**config.mk**
```make
export PLATFORM = sky130hd
export DESIGN_NAME = fecu_scan
export DESIGN_NICKNAME = d
export VERILOG_FILES = /design/src/design/fecu_pkg.sv /design/src/design/fecu_scan.sv
export SDC_FILE = /design/constraint.sdc
export NUM_CORES = 1
export LEC_CHECK = 0
export ABC_AREA = 1
export ABC_CLOCK_PERIOD_IN_PS = 6200
export BUFFER_PORTS_ARGS = -buffer_cell sky130_fd_sc_hd__buf_2
export CAP_MARGIN = 20
export CORE_MARGIN = 8
export CORE_UTILIZATION = 55
export CTS_BUF_LIST = sky130_fd_sc_hd__clkbuf_4
export CTS_CLUSTER_DIAMETER = 100
export DETAILED_ROUTE_END_ITERATION = 6
export GPL_TIMING_DRIVEN = 1
export PLACE_DENSITY = 0.76
export SYNTH_ARGS = -nofsm -noshare
export SYNTH_HDL_FRONTEND = slang
export SYNTH_SLANG_ARGS = --single-unit
```
**constraint.sdc**
```tcl
create_clock -name clk_i -period 6.2 [get_ports clk_i]
set_clock_uncertainty 0.15 [all_clocks]
set_input_delay 0.31 -clock clk_i [delete_from_list [all_inputs] [get_ports clk_i]]
set_output_delay 0.31 -clock clk_i [all_outputs]
set_load 0.01 [all_outputs]
```
**src/design/fecu_pkg.sv**
```systemverilog
`timescale 1ns / 1ps
// ----------------------------------------------------------------------------
// fecu_pkg
// Shared types, constants and palette functions of the fire cell updater.
// ----------------------------------------------------------------------------
package fecu_pkg;

  localparam int unsigned MaxWidth   = 256;
  localparam int unsigned MaxHeight  = 128;
  localparam int unsigned StoreDepth = MaxWidth * MaxHeight;
  localparam int unsigned AddrW      = $clog2(StoreDepth);
  localparam int unsigned WidthW     = 9;
  localparam int unsigned HeightW    = 8;
  localparam int unsigned ColW       = $clog2(MaxWidth);
  localparam int unsigned RowW       = $clog2(MaxHeight);
  localparam int unsigned HeatW      = 4;
  localparam int unsigned GlyphW     = 14;
  localparam int unsigned ColorW     = 8;
  localparam int unsigned PickW      = 2;

  localparam logic [HeatW-1:0]   HeatMax      = HeatW'(12);
  localparam logic [WidthW-1:0]  WidthReset   = WidthW'(80);
  localparam logic [HeightW-1:0] HeightReset  = HeightW'(24);
  localparam logic [WidthW-1:0]  WidthLimit   = WidthW'(MaxWidth);
  localparam logic [HeightW-1:0] HeightLimit  = HeightW'(MaxHeight);
  localparam logic [HeightW-1:0] HeightFloor  = HeightW'(2);

  localparam logic [GlyphW-1:0] GlyphSpace = GlyphW'(32);
  localparam logic [GlyphW-1:0] GlyphLight = GlyphW'(16'h2591);
  localparam logic [GlyphW-1:0] GlyphMid   = GlyphW'(16'h2592);
  localparam logic [GlyphW-1:0] GlyphDark  = GlyphW'(16'h2593);
  localparam logic [GlyphW-1:0] GlyphFull  = GlyphW'(16'h2588);

  localparam logic [ColorW-1:0] ColBlack  = ColorW'(0);
  localparam logic [ColorW-1:0] ColGrey   = ColorW'(16);
  localparam logic [ColorW-1:0] ColRed    = ColorW'(5 * 6 * 6);
  localparam logic [ColorW-1:0] ColOrange = ColorW'(210);
  localparam logic [ColorW-1:0] ColYellow = ColorW'(215);

  typedef enum logic {
    REG_FRAME_WIDTH  = 1'b0,
    REG_FRAME_HEIGHT = 1'b1
  } reg_idx_e;

  // effective geometry and clearing status
  typedef struct packed {
    logic [WidthW-1:0]  width;
    logic [HeightW-1:0] height;
    logic               clearing;
  } cfg_t;

  // one write into the heat memory
  typedef struct packed {
    logic             en;
    logic [AddrW-1:0] addr;
    logic [HeatW-1:0] heat;
  } heat_wr_t;

  // one scanned cell, ready to enter the update stage
  typedef struct packed {
    logic [AddrW-1:0] src;
    logic [AddrW-1:0] dst;
    logic             done;
  } scan_item_t;

  function automatic logic [GlyphW-1:0] pal_glyph(input logic [HeatW-1:0] heat);
    logic [GlyphW-1:0] g;
    g = GlyphSpace;
    case (heat) inside
      4'd1, 4'd5, 4'd9:  g = GlyphLight;
      4'd2, 4'd6, 4'd10: g = GlyphMid;
      4'd3, 4'd7, 4'd11: g = GlyphDark;
      4'd4, 4'd8, 4'd12: g = GlyphFull;
      default:           g = GlyphSpace;
    endcase
    return g;
  endfunction

  function automatic logic [ColorW-1:0] pal_fg(input logic [HeatW-1:0] heat);
    logic [ColorW-1:0] c;
    c = ColGrey;
    case (heat) inside
      [4'd1:4'd4]:  c = ColRed;
      [4'd5:4'd8]:  c = ColOrange;
      [4'd9:4'd12]: c = ColYellow;
      default:      c = ColGrey;
    endcase
    return c;
  endfunction

  function automatic logic [ColorW-1:0] pal_bg(input logic [HeatW-1:0] heat);
    logic [ColorW-1:0] c;
    c = ColBlack;
    case (heat) inside
      [4'd5:4'd8]:  c = ColRed;
      [4'd9:4'd12]: c = ColOrange;
      default:      c = ColBlack;
    endcase
    return c;
  endfunction

endpackage

```
**src/design/fecu_scan.sv**
```systemverilog
`timescale 1ns / 1ps
// ----------------------------------------------------------------------------
// fecu_scan
// Scan position counters and source / target address generation.
// ----------------------------------------------------------------------------
module fecu_scan
  import fecu_pkg::*;
(
  input  logic             clk_i,
  input  logic             rst_ni,
  input  cfg_t             cfg_i,
  input  logic             accept_i,
  input  logic [PickW-1:0] pick_i,
  output scan_item_t       item_o
);

  logic [ColW-1:0]    col_q;
  logic [RowW-1:0]    row_q;
  logic [AddrW-1:0]   src_q;
  logic [AddrW+1:0]   t_val;
  logic               last_row;
  logic               last_col;
  logic [AddrW-1:0]   w_addr;

  assign w_addr   = AddrW'(cfg_i.width);
  assign last_row = !(({1'b0, row_q} + HeightW'(1)) < cfg_i.height);
  assign last_col = !(({1'b0, col_q} + WidthW'(1)) < cfg_i.width);

  always_ff @(posedge clk_i or negedge rst_ni) begin
    if (!rst_ni) begin
      col_q <= '0;
      row_q <= RowW'(1);
      src_q <= AddrW'(WidthReset);
    end else if (cfg_i.clearing) begin
      col_q <= '0;
      row_q <= RowW'(1);
      src_q <= w_addr;
    end else if (accept_i) begin
      if (!last_row) begin
        row_q <= row_q + RowW'(1);
        src_q <= src_q + w_addr;
      end else if (!last_col) begin
        row_q <= RowW'(1);
        col_q <= col_q + ColW'(1);
        src_q <= w_addr + AddrW'(col_q) + AddrW'(1);
      end else begin
        row_q <= RowW'(1);
        col_q <= '0;
        src_q <= w_addr;
      end
    end
  end

  // target one row up, drifted by one minus the pick
  assign t_val = {2'b00, src_q} + (AddrW+2)'(1) - (AddrW+2)'(pick_i);

  always_comb begin
    item_o.src = src_q;
    if ($signed(t_val) < $signed((AddrW+2)'(cfg_i.width))) begin
      item_o.dst = '0;
    end else begin
      item_o.dst = AddrW'(t_val - (AddrW+2)'(cfg_i.width));
    end
    item_o.done = last_row && last_col;
  end

endmodule

```
==> out/summary.log <==
[sta] TNS Setup 0 ns
[sta] endpoints failing setup 0
[power] total power per unit cell area 295 nW/um2
[synth] sequential-to-total area share from yosys stat 16.9%
[routing] DRT Wirelength 12.1 mm
[sta] RSZ-0062 raised after global routing false
[synth] share of flip-flops with an asynchronous set or reset 100%
[setup_path] Critical Path AT 4.02 ns
[sta] number of failing hold endpoints at the final stage 0
[grt] maximum number of pins on one net before global-route repair 31
[floorplanning] initial cell density of the core 55.5%
[grt] number of global-route vias before repair 4580
[sta] worst-margin pin slew 0.998 ns
[synth] multiplexer area fraction after synthesis 0%
[place] Detail Placement HPWL 10.1 mm
[power] switch share 53.0%
[synth] count of flip-flops with a built-in enable after synthesis 0
[power] total chip power 1.44 mW
[floorplanning] floorplan die width 106 um
[routing] vias 4616
[routing] DR iter-0 viols 317
[setup_path] kind of end point of the critical path primary output
[synth] netlist area before placement 4470 um2
[clock_tree] CTS buffer count 5
[sta] Max-slew headroom 33.2%
[cells_and_area] final net count 835
[routing] count of antenna-violating nets left after detailed routing 0
[hold_path] worst-case hold path end point src_q[8]$_DFFE_PN0P_
[cells_and_area] area growth from synthesis to final layout 9.37%
[floorplanning] placeable core region 8050 um2
[routing] drt first pass iters 5
[cells_and_area] fraction of final layout cells with drive strength greater than 1 12.4%
[clock_tree] post-cts sizing count 0
[setup_path] worst-path fanout max 15
[synth] Synth Instances 690
[place] number of placed instances, taps included 840
[synth] cell type with the largest total area after synthesis ha_1
[place] total of buffers placed on input and output ports 53
[setup_path] internal reg-to-reg setup slack 2.95 ns
[clock_tree] H-tree depth 2
[sta] pins over their slew limit 0
[floorplanning] count of boundary I/O pins 54
[synth] Unique masters post-synth 39
[synth] Synth Area in XOR/XNOR 7.25%
[sta] highest clock frequency the design can meet 0.223 GHz
[routing] remaining routing DRC violations 0
[synth] leading post-synthesis cells by cell area ha_1, dfrtp_1, nand2_1, inv_1, nand3_1
[synth] post-synth top area share 18.2%
[clock_tree] TritonCTS clock tree built
[place] gpl congestion 0.954
[power] sequential share of power 17.0%
[synth] compound-gate portion of the synthesized area 14.3%
[grt] number of antenna violations at the first check in global routing 0
[clock_tree] latest clock arrival within the worst-skew pair 0.34 ns
[clock_tree] clock-pin slew reported for the worst setup and hold paths after clock tree synthesis 0.12 ns
[grt] gr usage total 21.8%
[floorplanning] vertical die dimension 106 um
[sta] post-layout minimum cycle time 4.48 ns
[cells_and_area] number of antenna cells inserted 0
[routing] routed wirelength normalized by instance count 14.3 um
[hold_path] hold path depth 3
[setup_path] RR Endpoint col_q[2]$_DFFE_PN0P_
[synth] post-synthesis sequential element count 30
[grt] final global-route overflow total 0
[power] IR drop worst, VDD 118 uV
[run_status] outcome finished, final reports clean
[routing] detail-routed via count per cell 5.44
[cells_and_area] final instance count without filler cells 849
[hold_path] type of the most critical hold path input pin to flip-flop
[sta] post-route fraction of the period consumed by the critical path 72.2%
[synth] Yosys warning total 0
[power] clock network fraction of design power 8.4%
[floorplanning] number of core rows 33
[power] leakage power total 2.80 nW
[synth] post-synthesis share of cell area spent on and, or, nand and nor gates 30.4%
[setup_path] Critical Path Source Type flip-flop
[clock_tree] Clock Root Buffer clkbuf_4
[power] power dissipated by switching net loads 765 uW
[synth] post-synthesis share of cell area spent on full adders, half adders and majority gates 20.0%
[setup_path] WS Path Type flip-flop to primary output
[setup_path] source of the worst register-to-register timing path col_q[1]$_DFFE_PN0P_
[floorplanning] area enclosed by the die boundary 11300 um2
[power] total internal power 677 uW
[flow_run] number of max-cap violations 0
[grt] wire length of the first global-routing pass 20.6 mm
[setup_path] number of cells on the worst reg-to-reg path 13
[synth] Net Count, Synth 782
[clock_tree] number of buffers added for setup after CTS 0
[synth] Top FF cell, synth dfrtp_1
[synth] dominant combinational cell family by area after synthesis simple AND/OR/NAND/NOR gates
[hold_path] origin of the worst min-delay path cfg_i[17]
[synth] Post-Synthesis Mean Instance Area 6.48 um2
[clock_tree] Hold-fix buffers, CTS 1
[power] Comb pwr share 74.6%
[clock_tree] number of clock sinks 30
[setup_path] Worst Path Required 5.74 ns
[clock_tree] clock buffer depth 2
[state kept, by name, summed over array words and instances (netlist names)]
name / flops
src_q: 15
row_q: 7
col_q: 8
[critical path, cell delays in order, from the launching register on]
cell	delay, ns
dfrtp_1	0.43
inv_1	0.13
ha_1	0.24
inv_1	0.06
ha_1	0.18
inv_1	0.06
fa_1	0.39
inv_1	0.11
nand2_1	0.07
nand3_2	0.07
xor2_1	0.15
ha_1	0.30
nand2_1	0.12
a21oi_1	0.05
a211oi_1	0.20
nand3_1	0.15
inv_1	0.13
nand3_2	0.12
o21ai_4	0.45
nor2_1	0.09
buf_2	0.16
[synth_stat cells (2+ instances only)]
cell	number
a21oi_1	39
nor3_1	4
ha_1	65
nand3_2	4
a31oi_1	4
o21bai_1	2
o21a_1	2
xor2_1	24
a22oi_1	9
nand3_1	48
nand4_1	9
o21ai_0	38
nor2_2	14
nand2_2	5
and2_1	2
o22ai_1	4
xnor2_1	13
nor2_1	48
inv_1	120
dfrtp_1	27
fa_1	4
clkbuf_1	7
a22o_1	2
o21ai_1	2
nand2_1	175
dfstp_2	3
a211oi_1	3
nand3b_1	2
[cell usage in the layout (no fill, tap or decap), types with 2 or more instances in the layout]
cell type / netlist / routed
a211oi_1: 3 / 3
a21oi_1: 39 / 39
a22o_1: 2 / 2
a22oi_1: 9 / 9
a31oi_1: 4 / 4
and2_1: 2 / 2
buf_2: 0 / 53
clkbuf_4: 0 / 6
clkinv_1: 1 / 2
dfrtp_1: 27 / 27
dfstp_2: 3 / 3
fa_1: 4 / 4
ha_1: 65 / 65
inv_1: 120 / 120
nand2_1: 175 / 175
nand2_2: 5 / 5
nand3_1: 48 / 48
nand3_2: 4 / 4
nand3b_1: 2 / 2
nand4_1: 9 / 9
nor2_1: 48 / 48
nor2_2: 14 / 14
nor3_1: 4 / 4
o21a_1: 2 / 2
o21ai_0: 38 / 38
o21ai_1: 2 / 2
o21bai_1: 2 / 2
o22ai_1: 4 / 4
xnor2_1: 13 / 13
xor2_1: 24 / 24
[power by group through the flow]
stage                     sequential, mW  combinational, mW  clock (mW)
final                              0.246               1.08       0.121
after global routing               0.248               1.22       0.129
after CTS                          0.244               1.08       0.125
after detailed placement           0.248               1.07           0
after global placement             0.246               1.05           0
after floorplan                    0.243              0.817           0
[cell type report]
cell class	count	area, um2
clock buffer	6	45.0
clock inverter	2	8.76
fill	792	3160
inverter	122	458
multi-input combinational	530	3220
sequential	30	754
tap	105	131
timing repair buffer	54	275
[worst max-delay path by stage]
| stage | from | end | slack, ns |
|---|---|---|---|
| after floorplan | src_q[1]$_DFFE_PN0P_ | item_o[15] | 2.56 |
| after global placement | src_q[1]$_DFFE_PN0P_ | item_o[14] | 2.24 |
| after CTS | src_q[1]$_DFFE_PN0P_ | item_o[14] | 1.70 |
| final | src_q[1]$_DFFE_PN0P_ | item_o[14] | 1.72 |
| after global routing | src_q[1]$_DFFE_PN0P_ | item_o[1] | 1.39 |
| after detailed placement | src_q[1]$_DFFE_PN0P_ | item_o[14] | 2.11 |
[per-stage QoR]
stage	hold slack [ns]	util (%)	area, um2	setup slack (ns)
floorplan	-0.136	-	4470	2.56
global placement	0.255	60.0	4830	2.24
detailed placement	0.264	60.0	4830	2.11
CTS	0.122	60.7	4890	1.70
global route	0.139	60.7	4890	1.39
finish	0.132	60.7	4890	1.72
[metal layers]
metal  global-route usage, %  vias up  wire, um
li1                        -     2343         -
met5                       0        -         0
met1                    26.8     2107      5390
met4                    9.25        0       358
met3                    3.27       29       706
met2                    37.2      137      5650
[cells by family after synthesis]
| family | after synthesis |
|---|---|
| AND/OR/NAND/NOR | 313 |
| buffers and inverters | 130 |
| AO/OA/AOI/OAI | 111 |
| adder cells (fa/ha/maj) | 69 |
| XOR/XNOR | 37 |
| flip-flops | 30 |
(Power assumes the default switching activity.)
