==> src/design/fecu_pkg.sv <==
`timescale 1ns / 1ps
// ----------------------------------------------------------------------------
// fecu_pkg
// Shared types, constants and palette functions of the fire cell updater.
// ----------------------------------------------------------------------------
package fecu_pkg;

  localparam int unsigned MaxWidth   = 256;
  localparam int unsigned MaxHeight  = 128;
  localparam int unsigned StoreDepth = MaxWidth * MaxHeight;
  localparam int unsigned AddrW      = $clog2(StoreDepth);
  localparam int unsigned WidthW     = 9;
  localparam int unsigned HeightW    = 8;
  localparam int unsigned ColW       = $clog2(MaxWidth);
  localparam int unsigned RowW       = $clog2(MaxHeight);
  localparam int unsigned HeatW      = 4;
  localparam int unsigned GlyphW     = 14;
  localparam int unsigned ColorW     = 8;
  localparam int unsigned PickW      = 2;

  localparam logic [HeatW-1:0]   HeatMax      = HeatW'(12);
  localparam logic [WidthW-1:0]  WidthReset   = WidthW'(80);
  localparam logic [HeightW-1:0] HeightReset  = HeightW'(24);
  localparam logic [WidthW-1:0]  WidthLimit   = WidthW'(MaxWidth);
  localparam logic [HeightW-1:0] HeightLimit  = HeightW'(MaxHeight);
  localparam logic [HeightW-1:0] HeightFloor  = HeightW'(2);

  localparam logic [GlyphW-1:0] GlyphSpace = GlyphW'(32);
  localparam logic [GlyphW-1:0] GlyphLight = GlyphW'(16'h2591);
  localparam logic [GlyphW-1:0] GlyphMid   = GlyphW'(16'h2592);
  localparam logic [GlyphW-1:0] GlyphDark  = GlyphW'(16'h2593);
  localparam logic [GlyphW-1:0] GlyphFull  = GlyphW'(16'h2588);

  localparam logic [ColorW-1:0] ColBlack  = ColorW'(0);
  localparam logic [ColorW-1:0] ColGrey   = ColorW'(16);
  localparam logic [ColorW-1:0] ColRed    = ColorW'(5 * 6 * 6);
  localparam logic [ColorW-1:0] ColOrange = ColorW'(210);
  localparam logic [ColorW-1:0] ColYellow = ColorW'(215);

  typedef enum logic {
    REG_FRAME_WIDTH  = 1'b0,
    REG_FRAME_HEIGHT = 1'b1
  } reg_idx_e;

  // effective geometry and clearing status
  typedef struct packed {
    logic [WidthW-1:0]  width;
    logic [HeightW-1:0] height;
    logic               clearing;
  } cfg_t;

  // one write into the heat memory
  typedef struct packed {
    logic             en;
    logic [AddrW-1:0] addr;
    logic [HeatW-1:0] heat;
  } heat_wr_t;

  // one scanned cell, ready to enter the update stage
  typedef struct packed {
    logic [AddrW-1:0] src;
    logic [AddrW-1:0] dst;
    logic             done;
  } scan_item_t;

  function automatic logic [GlyphW-1:0] pal_glyph(input logic [HeatW-1:0] heat);
    logic [GlyphW-1:0] g;
    g = GlyphSpace;
    case (heat) inside
      4'd1, 4'd5, 4'd9:  g = GlyphLight;
      4'd2, 4'd6, 4'd10: g = GlyphMid;
      4'd3, 4'd7, 4'd11: g = GlyphDark;
      4'd4, 4'd8, 4'd12: g = GlyphFull;
      default:           g = GlyphSpace;
    endcase
    return g;
  endfunction

  function automatic logic [ColorW-1:0] pal_fg(input logic [HeatW-1:0] heat);
    logic [ColorW-1:0] c;
    c = ColGrey;
    case (heat) inside
      [4'd1:4'd4]:  c = ColRed;
      [4'd5:4'd8]:  c = ColOrange;
      [4'd9:4'd12]: c = ColYellow;
      default:      c = ColGrey;
    endcase
    return c;
  endfunction

  function automatic logic [ColorW-1:0] pal_bg(input logic [HeatW-1:0] heat);
    logic [ColorW-1:0] c;
    c = ColBlack;
    case (heat) inside
      [4'd5:4'd8]:  c = ColRed;
      [4'd9:4'd12]: c = ColOrange;
      default:      c = ColBlack;
    endcase
    return c;
  endfunction

endpackage

==> src/design/fecu_update.sv <==
`timescale 1ns / 1ps
// ----------------------------------------------------------------------------
// fecu_update
// Heat decay stage, heat write-back, palette lookup and output register.
// ----------------------------------------------------------------------------
module fecu_update
  import fecu_pkg::*;
(
  input  logic             clk_i,
  input  logic             rst_ni,
  input  logic             accept_i,
  input  scan_item_t       item_i,
  input  logic [PickW-1:0] pick_i,
  input  logic [HeatW-1:0] rd_data_i,
  output logic             s1_free_o,
  output heat_wr_t         wr_o,
  output logic             m_valid_o,
  input  logic             m_ready_i,
  output logic [95:0]      m_data_o,
  output logic             m_last_o
);

  logic             s1_valid_q;
  scan_item_t       s1_item_q;
  logic             s1_decay_q;
  logic             s1_fwd_q;
  logic [HeatW-1:0] s1_fwd_heat_q;
  logic             s1_adv;
  logic [HeatW-1:0] raw_heat;
  logic [HeatW-1:0] src_heat;
  logic [HeatW-1:0] dst_heat;
  logic [HeatW-1:0] src_after;
  logic             out_valid_q;
  logic [95:0]      out_data_q;
  logic             out_last_q;

  assign s1_adv    = s1_valid_q && (!out_valid_q || m_ready_i);
  assign s1_free_o = !s1_valid_q || s1_adv;

  always_ff @(posedge clk_i or negedge rst_ni) begin
    if (!rst_ni) begin
      s1_valid_q <= 1'b0;
    end else if (s1_free_o) begin
      s1_valid_q <= accept_i;
    end
  end

  // forward the heat written in the same cycle as the new read
  always_ff @(posedge clk_i) begin
    if (accept_i) begin
      s1_item_q     <= item_i;
      s1_decay_q    <= pick_i[0];
      s1_fwd_q      <= s1_adv && (s1_item_q.dst == item_i.src);
      s1_fwd_heat_q <= dst_heat;
    end
  end

  always_comb begin
    raw_heat = s1_fwd_q ? s1_fwd_heat_q : rd_data_i;
    src_heat = (raw_heat > HeatMax) ? '0 : raw_heat;
    if (s1_decay_q && (src_heat == '0)) begin
      dst_heat = '0;
    end else begin
      dst_heat = src_heat - HeatW'(s1_decay_q);
    end
    src_after = (s1_item_q.dst == s1_item_q.src) ? dst_heat : src_heat;
  end

  assign wr_o.en   = s1_adv;
  assign wr_o.addr = s1_item_q.dst;
  assign wr_o.heat = dst_heat;

  always_ff @(posedge clk_i or negedge rst_ni) begin
    if (!rst_ni) begin
      out_valid_q <= 1'b0;
    end else if (s1_adv) begin
      out_valid_q <= 1'b1;
    end else if (m_ready_i) begin
      out_valid_q <= 1'b0;
    end
  end

  always_ff @(posedge clk_i) begin
    if (s1_adv) begin
      out_data_q <= {6'b0,
                     pal_bg(src_after), pal_fg(src_after), pal_glyph(src_after),
                     s1_item_q.src,
                     pal_bg(dst_heat), pal_fg(dst_heat), pal_glyph(dst_heat),
                     s1_item_q.dst};
      out_last_q <= s1_item_q.done;
    end
  end

  assign m_valid_o = out_valid_q;
  assign m_data_o  = out_data_q;
  assign m_last_o  = out_last_q;

endmodule

==> config.mk <==
export PLATFORM = sky130hd
export DESIGN_NAME = fecu_update
export DESIGN_NICKNAME = d
export VERILOG_FILES = /design/src/design/fecu_pkg.sv /design/src/design/fecu_update.sv
export SDC_FILE = /design/constraint.sdc
export NUM_CORES = 1
export LEC_CHECK = 0
export BUFFER_PORTS_ARGS = -buffer_cell sky130_fd_sc_hd__buf_2
export CAP_MARGIN = 20
export CORE_MARGIN = 2
export CORE_UTILIZATION = 45
export DETAILED_ROUTE_END_ITERATION = 8
export GPL_TIMING_DRIVEN = 0
export MAX_ROUTING_LAYER = met4
export PLACE_DENSITY = 0.74
export SLEW_MARGIN = 10
export SYNTH_ARGS = -nofsm -noshare
export SYNTH_HDL_FRONTEND = slang
export SYNTH_SLANG_ARGS = --single-unit
==> constraint.sdc <==
create_clock -name clk_i -period 3.2 [get_ports clk_i]
set_clock_uncertainty 0.1 [all_clocks]
set_input_delay 0.16 -clock clk_i [delete_from_list [all_inputs] [get_ports clk_i]]
set_output_delay 0.16 -clock clk_i [all_outputs]
set_load 0.01 [all_outputs]
==> qor.yml, run 1 <==
run_status:
  outcome: "finished, final reports clean"
drt:
  drt-initial-drc-count: 96
  wl_per_cell_um: 14.23
  drt-pass1-iter-count: 4
  wirelength_um: 9306
  ant_nets: 0
  drc: 0
  dr_total_vias: 3026
  routed_via_density: 4.627
critical_path:
  r2r_start: "s1_fwd_heat_q[2]$_DFFE_PP_"
  startpoint: "s1_fwd_heat_q[2]$_DFFE_PP_"
  endpoint: "m_data_o[65]$_SDFFCE_PP0P_"
  critPathLaunchType: "flop"
  crit_fanout: 5
  worstPathArrival_ns: 3.04
  cp_cell_sequence: "a21boi_2 > a22oi_2 > ha_1 > ha_1 > and2_1 > a311oi_4 > nor2_1 > o2bb2ai_1 > a22o_1"
  crit_cells: 9
  critPathTopFamily: "compound AO/OA/AOI/OAI gates"
  slowest_stage: "edfxtp_1"
  crit_buf_inv: 0
  worstSetupPathType: "flop to flop"
  cp_common_cell: "ha_1"
  rr_endpoint: "m_data_o[65]$_SDFFCE_PP0P_"
  reg2reg_slack_ns: 0.17
  slowest_delay_ns: 0.50
  endpoint_kind: "flop"
  worstPathRequired_ns: 3.21
  r2r_cells: 9
final_layout:
  drive_above_1_share_pct: 44.53
  stdcell_area_um2: 6038
  num_antenna_cells: 0
  layoutNonFillerInstCount: 654
  finish.utilization_pct: 61.78
  area_growth_pct: 32.69
  fin_nets: 559
power_and_ir_drop:
  p_int_mw: 2.187
  clkPwrFrac_pct: 24.4
  powerDensity_nw_per_um2: 509.9
  cellLeakagePower_nw: 2.544
  vdd_drop_max_mv: 0.2530
  p_sw_share_pct: 28.98
  power_frac_seq_pct: 53.4
  power.switching_uw: 892.3
  fin_total_pwr_mw: 3.079
  pwr-share-comb_pct: 22.3
clocking:
  cts_htree_levels: 3
  cts_made_buffers: 9
  cts_setup_buffers: 0
  clk_path_buf_depth: 2
  cts_root_buffer: "clkbuf_8"
  cts_tree: "yes"
  cts_sinks: 98
  clock_latency_ns: 0.36
  clk_pin_slew_ns: 0.09
yosys:
  async_flop_share_pct: 2.041
  syn_inst: 314
  syn_area_um2: 4551
  synthFlopType: "edfxtp_1"
  avgSynthCellArea_um2: 14.49
  yosysWarningCount: 0
  ys_ff_latch: 98
  synth-edff-count: 96
  synth_cell_types: 60
  yosysSeqAreaShare_pct: 64.45
sta:
  setup_viol: 0
  whs_ns: 0.3126
  finalSetupTns_ns: 0
  maxSlewHeadroom_pct: 41.18
  hold_viol: 0
  fmax_mhz: 330.4
  period_share_pct: 94.59
  tightest_slew_ns: 0.8823
  period_minus_slack_ns: 3.027
  rsz0062_at_grt: "no"
  worst_slack_ns: 0.1731
  slew_violations: 0
flow_run:
  maxCapViolations: 0
global_routing:
  globalRoute.totalOverflow: 0
  grt_use_total_pct: 18.02
  grt_pass1_wl_um: 14890
  grt_max_degree: 62
  grt_pass1_vias: 3026
  grt_antenna_before_repair: 0
die:
  core_um2: 9774
  start_util_pct: 46.56
  dieArea_um2: 10930
  ios: 160
  rows: 36
  die_h_um: 104.6
  fp.dieW_um: 104.6
place:
  gp_congestion: 0.8161
  placedInstanceArea_um2: 5473
  place_ws_ns: -0.1658
  dp_hpwl_um: 6548
  portBuffers: 134
  placedCellCount: 603
worst_hold_path:
  min_path_type: "input port to flop"
==> synthesized netlist by cell type (2+ instances only) <==
cell type,number,share of area [%]
dfrtp_1,2,1.1
o22ai_1,2,0.27
nor3_2,4,0.88
mux2i_1,2,0.44
nand2b_1,4,0.55
nand3b_1,2,0.33
buf_4,54,8.9
a22oi_1,3,0.49
nand2_1,12,0.99
mux2_1,2,0.49
nor4_1,6,0.82
a21oi_2,3,0.58
nand3_1,6,0.66
inv_2,2,0.17
ha_1,2,0.55
a21oi_1,3,0.33
xor2_1,26,5.0
o21ai_0,4,0.44
inv_1,4,0.33
conb_1,2,0.17
xnor2_1,7,1.3
nor2_1,18,1.5
edfxtp_1,96,63
nor3_1,5,0.55
nand4_1,3,0.41
a211oi_1,5,0.82
and2_1,2,0.27
==> cells in the final DEF, fill, tap and decap left out, types with 7 or more instances in the layout <==
master	instances
buf_2	135
buf_4	54
clkbuf_8	9
conb_1	24
dlygate4sd3_1	35
edfxtp_1	96
nand2_1	12
nor2_1	18
xnor2_1	7
xor2_1	26
==> worst min-delay path, delay by kind of cell <==
family                 cells  cell delay [ns]
buffers and inverters      1             0.14
AOI/OAI and AO/OA          2             0.32
==> timing repair <==
item / 4_1_cts / 5_1_grt
hold buffers: 35 / 0
endpoints found under the setup margin: 5 / 5
gates resized for setup: 1 / 3
gates cloned: 0 / 0
hold endpoints to repair: 36 / 0
==> cells by family after synthesis <==
kind of cell    after synthesis  share of synthesized area [%]
xor+xnor                     35                          7.451
compound gates               40                          7.782
simple gates                 68                          8.248
flops                        98                          64.45
buf+inv                      63                          9.843
other cells                   2                         0.1650
mux                           6                          1.512
fa+ha+maj                     2                         0.5498
==> layer usage <==
layer / track usage (%) / vias up / share of wire [%]
met5: - / - / 0
met2: 31.05 / 112 / 52
li1: - / 1479 / -
met1: 21.10 / 1426 / 41
met4: 5.309 / 0 / 1.1
met3: 4.180 / 9 / 5.7
==> power by group through the flow <==
stage | Combinational (mW) | Clock [mW] | Sequential (mW)
after global placement | 0.637 | 0 | 1.67
final | 0.685 | 0.750 | 1.64
after CTS | 0.683 | 0.767 | 1.65
after global routing | 0.749 | 0.828 | 1.66
after floorplan | 0.375 | 0 | 1.71
after detailed placement | 0.646 | 0 | 1.67
==> worst min-delay path by stage <==
stage / start / to / cells past startpoint
after floorplan: rst_ni / m_valid_o$_DFFE_PN0P_ / 0
after global placement: rst_ni / s1_valid_q$_DFFE_PN0P_ / 1
after detailed placement: rst_ni / m_valid_o$_DFFE_PN0P_ / 1
after CTS: rd_data_i[1] / m_data_o[61]$_SDFFCE_PP0P_ / 3
after global routing: rd_data_i[1] / m_data_o[61]$_SDFFCE_PP0P_ / 3
final: rd_data_i[1] / m_data_o[61]$_SDFFCE_PP0P_ / 3
==> state kept, by name, summed over array words and instances, names as in the netlist <==
signal / cells
m_data_o: 58
m_last_o: 1
m_valid_o: 1
s1_decay_q: 1
s1_fwd_heat_q: 4
s1_fwd_q: 1
s1_item_q: 16
s1_valid_q: 1
wr_o: 15
==> cell type report <==
class / instances / area [um2]
clock inverters: 7 / 62.56
flip-flops and latches: 98 / 2933
inverters: 6 / 22.52
clock buffers: 9 / 123.9
fillers: 768 / 3736
plain buffers: 57 / 425.4
multi-input cells: 175 / 1284
well taps: 133 / 166.4
repair buffers: 169 / 1021
Power figures use the tool's default switching activity.
==> inputs of run 2 (changes only) <==
clock period = 3.54 ns   (was 3.2 ns; I/O delays follow)
==> qor.yml, run 2 (synthesized netlist as in run 1, its figures left out) <==
power_and_ir_drop:
  fin_total_pwr_mw: 2.777  # -9.8%
  vdd_drop_max_mv: 0.2287  # -9.6%
  powerDensity_nw_per_um2: 461.6  # -9.5%
  cellLeakagePower_nw: 2.540  # -0.16%
global_routing:
  grt_use_total_pct: 18.01  # about the same
  grt_pass1_wl_um: 14880  # about the same
  met1_usage_pct: 21.06  # -0.041 points
  globalRoute.totalOverflow: 0  # unchanged
  busiest_layer: "met2"
  grt_antenna_before_repair: 0  # unchanged
  use_met3_pct: 4.180  # unchanged
  grt_max_degree: 62  # unchanged
  grt.met2_usage_pct: 31.05  # unchanged
  grt_pass1_vias: 3025  # -0.033%
sta:
  whs_ns: 0.3239  # +0.01128 ns
  period_share_pct: 90.23  # -4.4 points
  finalSetupTns_ns: 0  # unchanged
  slew_violations: 0  # unchanged
  setup_viol: 0  # unchanged
  rsz0062_at_grt: "no"
  fmax_mhz: 313.1  # -5.2%
  hold_viol: 0  # unchanged
  maxSlewHeadroom_pct: 41.19  # about the same
  tightest_slew_ns: 0.8821  # -0.0002050 ns
  period_minus_slack_ns: 3.194  # +0.1672 ns
drt:
  drc: 0  # unchanged
  ant_nets: 0  # unchanged
  routed_via_density: 4.644  # +0.36%
  dr_total_vias: 3037  # +0.36%
  wl_per_cell_um: 14.18  # -0.34%
  wirelength_um: 9274  # -0.34%
  drt-initial-drc-count: 100  # +4.2%
  drt-pass1-iter-count: 4  # unchanged
final_layout:
  largest_reg_flops: 58  # unchanged
  num_antenna_cells: 0  # unchanged
  fin_nets: 559  # unchanged
  final_cell_mix: "buf_2 (135), edfxtp_1 (96), buf_4 (54)"
  layout_commonest_cell: "buf_2"
  drive_above_1_share_pct: 44.34  # -0.19 points
  area_growth_pct: 32.20
critical_path:
  crit_cells: 9  # unchanged
  critPathLaunchType: "flop"
  startpoint: "s1_fwd_heat_q[2]$_DFFE_PP_"
  cp_cell_sequence: "a21boi_1 > a22oi_2 > ha_1 > ha_1 > and2_1 > a311oi_2 > nor2_1 > o2bb2ai_1 > a22o_1"
  slowest_stage: "edfxtp_1"
  rr_endpoint: "m_data_o[65]$_SDFFCE_PP0P_"
  worstPathArrival_ns: 3.21  # +0.17 ns
  crit_buf_inv: 0  # unchanged
  r2r_cells: 9  # unchanged
  reg2reg_slack_ns: 0.35  # +0.17 ns
  worstPathRequired_ns: 3.55  # +0.34 ns
  slowest_delay_ns: 0.49  # about the same
  r2r_start: "s1_fwd_heat_q[2]$_DFFE_PP_"
  worstSetupPathType: "flop to flop"
  critPathTopFamily: "compound AO/OA/AOI/OAI gates"
  crit_fanout: 5  # unchanged
  endpoint: "m_data_o[65]$_SDFFCE_PP0P_"
  cp_common_cell: "ha_1"
  endpoint_kind: "flop"
clocking:
  cts_root_buffer: "clkbuf_8"
  cts_made_buffers: 9  # unchanged
  cts_sinks: 98  # unchanged
  cts_tree: "yes"
  clock_latency_ns: 0.36  # about the same
  cts_setup_buffers: 0  # unchanged
  cts_htree_levels: 3  # unchanged
  clk_path_buf_depth: 2  # unchanged
  clk_pin_slew_ns: 0.09  # about the same
worst_hold_path:
  min_path_type: "input port to flop"
die:
  rows: 36  # unchanged
  dieArea_um2: 10930  # unchanged
  start_util_pct: 46.56  # unchanged
  ios: 160  # unchanged
  fp.dieW_um: 104.6  # unchanged
  die_h_um: 104.6  # unchanged
  core_um2: 9774  # unchanged
place:
  gp_congestion: 0.8161  # unchanged
  portBuffers: 134  # unchanged
  dp_hpwl_um: 6548  # unchanged
flow_run:
  maxCapViolations: 0  # unchanged
run_status:
  outcome: "finished, final reports clean"
## run 2: cell types whose count changed in the layout (fill, tap and decap cells not counted)
cell      change
a21boi_1      +1
a311oi_4      -1
a21oi_2       +1
a21oi_4       -1
a21boi_2      -1
a311oi_2      +1
## run 2: repair_timing
action,CTS,global route
gates resized for setup,0,1
endpoints found under the setup margin,0,1
endpoints found under the hold margin,36,0
hold buffers,35,0
## run 2: worst min path at each step
stage / startpoint / to / slack (ns) / depth (start not counted)
CTS: rd_data_i[1] / m_data_o[61]$_SDFFCE_PP0P_ / 0.30 / 3
finish: rd_data_i[1] / m_data_o[61]$_SDFFCE_PP0P_ / 0.32 / 3
global placement: rst_ni / s1_valid_q$_DFFE_PN0P_ / -0.14 / 1
global route: s1_item_q[0]$_DFFE_PP_ / m_last_o$_DFFE_PP_ / 0.35 / 0
detailed placement: rst_ni / m_valid_o$_DFFE_PN0P_ / -0.14 / 1
floorplan: rst_ni / m_valid_o$_DFFE_PN0P_ / -0.22 / 0
## run 2: layout make-up
cell class	count	area, um2
Timing Repair Buffer	169	1021
Multi-Input combinational cell	175	1261
Tap cell	133	166.4
Inverter	6	22.52
Sequential cell	98	2933
Clock inverter	7	62.56
Buffer	57	425.4
Clock buffer	9	123.9
Fill cell	771	3759
## run 2: worst register-to-register path, delay by kind of cell, from the launching register on
kind / cells / cell delay [ns]
compound gates: 5 / 1.36
simple gates: 2 / 0.37
fa+ha+maj: 2 / 0.64
flops: 1 / 0.49
## run 2: per-stage QoR
stage                     cell area [um2]  instances  worst slack, ns  util [%]
after floorplan                      4633        336           0.6951         -
after global placement               5470        603           0.2207     55.97
after detailed placement             5473        603           0.1742     55.99
after CTS                            6010        654           0.1537     61.48
after global routing                 6016        654           0.1727     61.55
final                                6016        654           0.3459     61.55
## run 2: routing by layer
metal | part of all wire (%) | wire, um
met1 | 40 | 3753
met2 | 52 | 4856
met3 | 6.0 | 558
met4 | 1.1 | 105
met5 | 0 | 0
## run 2: power breakdown
group | switching [mW] | leakage, nW | internal [mW]
registers | 0.0605 | 0.953 | 1.42
logic | 0.331 | 1.50 | 0.283
clock network | 0.411 | 0.0890 | 0.266
==> inputs of run 3 (changes only) <==
CORE_MARGIN = 10   (was 2)
==> qor.yml, run 3 (synthesized netlist as in run 1, its figures left out) <==
flow_run:
  maxCapViolations: 0  # unchanged
sta:
  tightest_slew_ns: 0.8676  # -0.01457 ns
  setup_viol: 0  # unchanged
  hold_viol: 0  # unchanged
  rsz0062_at_grt: "no"
  maxSlewHeadroom_pct: 42.16  # +0.97 points
  period_share_pct: 90.44  # +0.21 points
  period_minus_slack_ns: 3.202  # +0.007501 ns
  fmax_mhz: 312.3  # -0.23%
  finalSetupTns_ns: 0  # unchanged
  whs_ns: 0.03296  # -0.2909 ns
  slew_violations: 0  # unchanged
clocking:
  cts_made_buffers: 9  # unchanged
  clk_pin_slew_ns: 0.09  # about the same
  cts_tree: "yes"
  cts_root_buffer: "clkbuf_8"
  clock_latency_ns: 0.36  # about the same
  cts_sinks: 98  # unchanged
  clk_path_buf_depth: 2  # unchanged
  cts_htree_levels: 3  # unchanged
critical_path:
  worstPathRequired_ns: 3.56  # about the same
  crit_fanout: 5  # unchanged
  rr_endpoint: "m_data_o[65]$_SDFFCE_PP0P_"
  worstSetupPathType: "flop to flop"
  cp_common_cell: "ha_1"
  worstPathArrival_ns: 3.22  # about the same
  r2r_start: "s1_fwd_heat_q[2]$_DFFE_PP_"
  slowest_stage: "edfxtp_1"
  endpoint_kind: "flop"
  critPathLaunchType: "flop"
  r2r_cells: 9  # unchanged
  cp_cell_sequence: "a21boi_1 > a22oi_2 > ha_1 > ha_1 > and2_1 > a311oi_2 > nor2_1 > o2bb2ai_1 > a22o_1"
  slowest_delay_ns: 0.49  # about the same
  reg2reg_slack_ns: 0.34  # about the same
power_and_ir_drop:
  cellLeakagePower_nw: 2.555  # +0.59%
  vdd_drop_max_mv: 0.3090  # +35%
  powerDensity_nw_per_um2: 479.8  # +3.9%
final_layout:
  largest_reg_flops: 58  # unchanged
  fin_nets: 558  # -0.18%
  final_cell_mix: "buf_2 (135), edfxtp_1 (96), buf_4 (54)"
  area_growth_pct: 32.72
  finish.utilization_pct: 61.51  # about the same
  drive_above_1_share_pct: 44.04  # -0.30 points
  layout_commonest_cell: "buf_2"
die:
  dieArea_um2: 14530  # +33%
  fp.dieW_um: 120.6  # +15%
  core_um2: 9819  # +0.46%
  rows: 36  # unchanged
  start_util_pct: 46.34  # -0.21 points
  ios: 160  # unchanged
  die_h_um: 120.6  # +15%
run_status:
  outcome: "finished, final reports clean"
place:
  gp_congestion: 0.8338  # +2.2%
  dp_hpwl_um: 7641  # +17%
  portBuffers: 134  # unchanged
drt:
  ant_nets: 0  # unchanged
  drc: 0  # unchanged
  drt-pass1-iter-count: 5  # +1
  dr_total_vias: 3048  # +0.36%
  wirelength_um: 10750  # +16%
  wl_per_cell_um: 16.43  # +16%
  routed_via_density: 4.661  # +0.36%
  drt-initial-drc-count: 92  # -8.0%
global_routing:
  grt_use_total_pct: 15.20  # -2.8 points
  grt_antenna_before_repair: 1  # +1
  globalRoute.totalOverflow: 0  # unchanged
  grt_max_degree: 62  # unchanged
  grt_pass1_wl_um: 16950  # +14%
  grt_pass1_vias: 3199  # +5.8%
worst_hold_path:
  min_path_type: "input port to async pin"
[run 3: layer usage]
| layer | GRT usage (%) | up-vias | share of wire, % |
|---|---|---|---|
| li1 | - | 1487 | - |
| met1 | 16.21 | 1410 | 38 |
| met3 | 6.747 | 15 | 10 |
| met4 | 5.204 | 0 | 1.6 |
| met2 | 24.76 | 136 | 50 |
| met5 | - | - | 0 |
[run 3: where the power goes]
group          switching [mW]  internal [mW]
sequential             0.0604           1.42
combinational           0.341          0.283
clock                   0.385          0.404
[run 3: worst max-delay path by stage]
| stage | from | end | slack (ns) | depth (start not counted) |
|---|---|---|---|---|
| 2_1_floorplan | s1_fwd_heat_q[2]$_DFFE_PP_ | m_data_o[65]$_SDFFCE_PP0P_ | 0.70 | 9 |
| 3_3_place_gp | m_valid_o$_DFFE_PN0P_ | s1_fwd_q$_DFFE_PP_ | 0.20 | 4 |
| 3_5_place_dp | s1_fwd_heat_q[2]$_DFFE_PP_ | m_data_o[65]$_SDFFCE_PP0P_ | 0.18 | 9 |
| 4_1_cts | s1_fwd_heat_q[2]$_DFFE_PP_ | m_data_o[65]$_SDFFCE_PP0P_ | 0.19 | 9 |
| 5_1_grt | s1_fwd_heat_q[2]$_DFFE_PP_ | m_data_o[65]$_SDFFCE_PP0P_ | 0.15 | 9 |
| 6_report | s1_fwd_heat_q[2]$_DFFE_PP_ | m_data_o[65]$_SDFFCE_PP0P_ | 0.34 | 9 |
[run 3: cell type report]
type | instances | area [um2]
fillers | 808 | 3780
flip-flops and latches | 98 | 2933
multi-input cells | 175 | 1261
repair buffers | 168 | 1011
plain buffers | 57 | 425.4
well taps | 133 | 166.4
clock buffers | 11 | 131.4
clock inverters | 5 | 86.33
inverters | 6 | 22.52
diodes | 1 | 2.502
[run 3: worst max-delay path: cells and delay by family, from the launching register on]
family	cells	cell delay (ns)
adder cells (fa/ha/maj)	2	0.64
AO/OA/AOI/OAI	5	1.37
flip-flops	1	0.49
AND/OR/NAND/NOR	2	0.36
[run 3: through the flow]
| step | setup slack, ns | instances | power (mW) | instance area (um2) |
|---|---|---|---|---|
| finish | 0.3384 | 654 | 2.898 | 6040 |
| global route | 0.1533 | 654 | 3.049 | 6040 |
| CTS | 0.1864 | 653 | 2.922 | 6031 |
| detailed placement | 0.1771 | 603 | 2.106 | 5473 |
| global placement | 0.1973 | 603 | 2.097 | 5470 |
| floorplan | 0.6951 | 336 | 1.884 | 4633 |
[run 3: what timing repair did]
| action | 4_1_cts | 5_1_grt |
|---|---|---|
| endpoints found under the setup margin | 0 | 1 |
| hold buffers | 34 | 0 |
| buffers inserted | 0 | 0 |
| gates resized for setup | 0 | 1 |
| endpoints found under the hold margin | 36 | 0 |
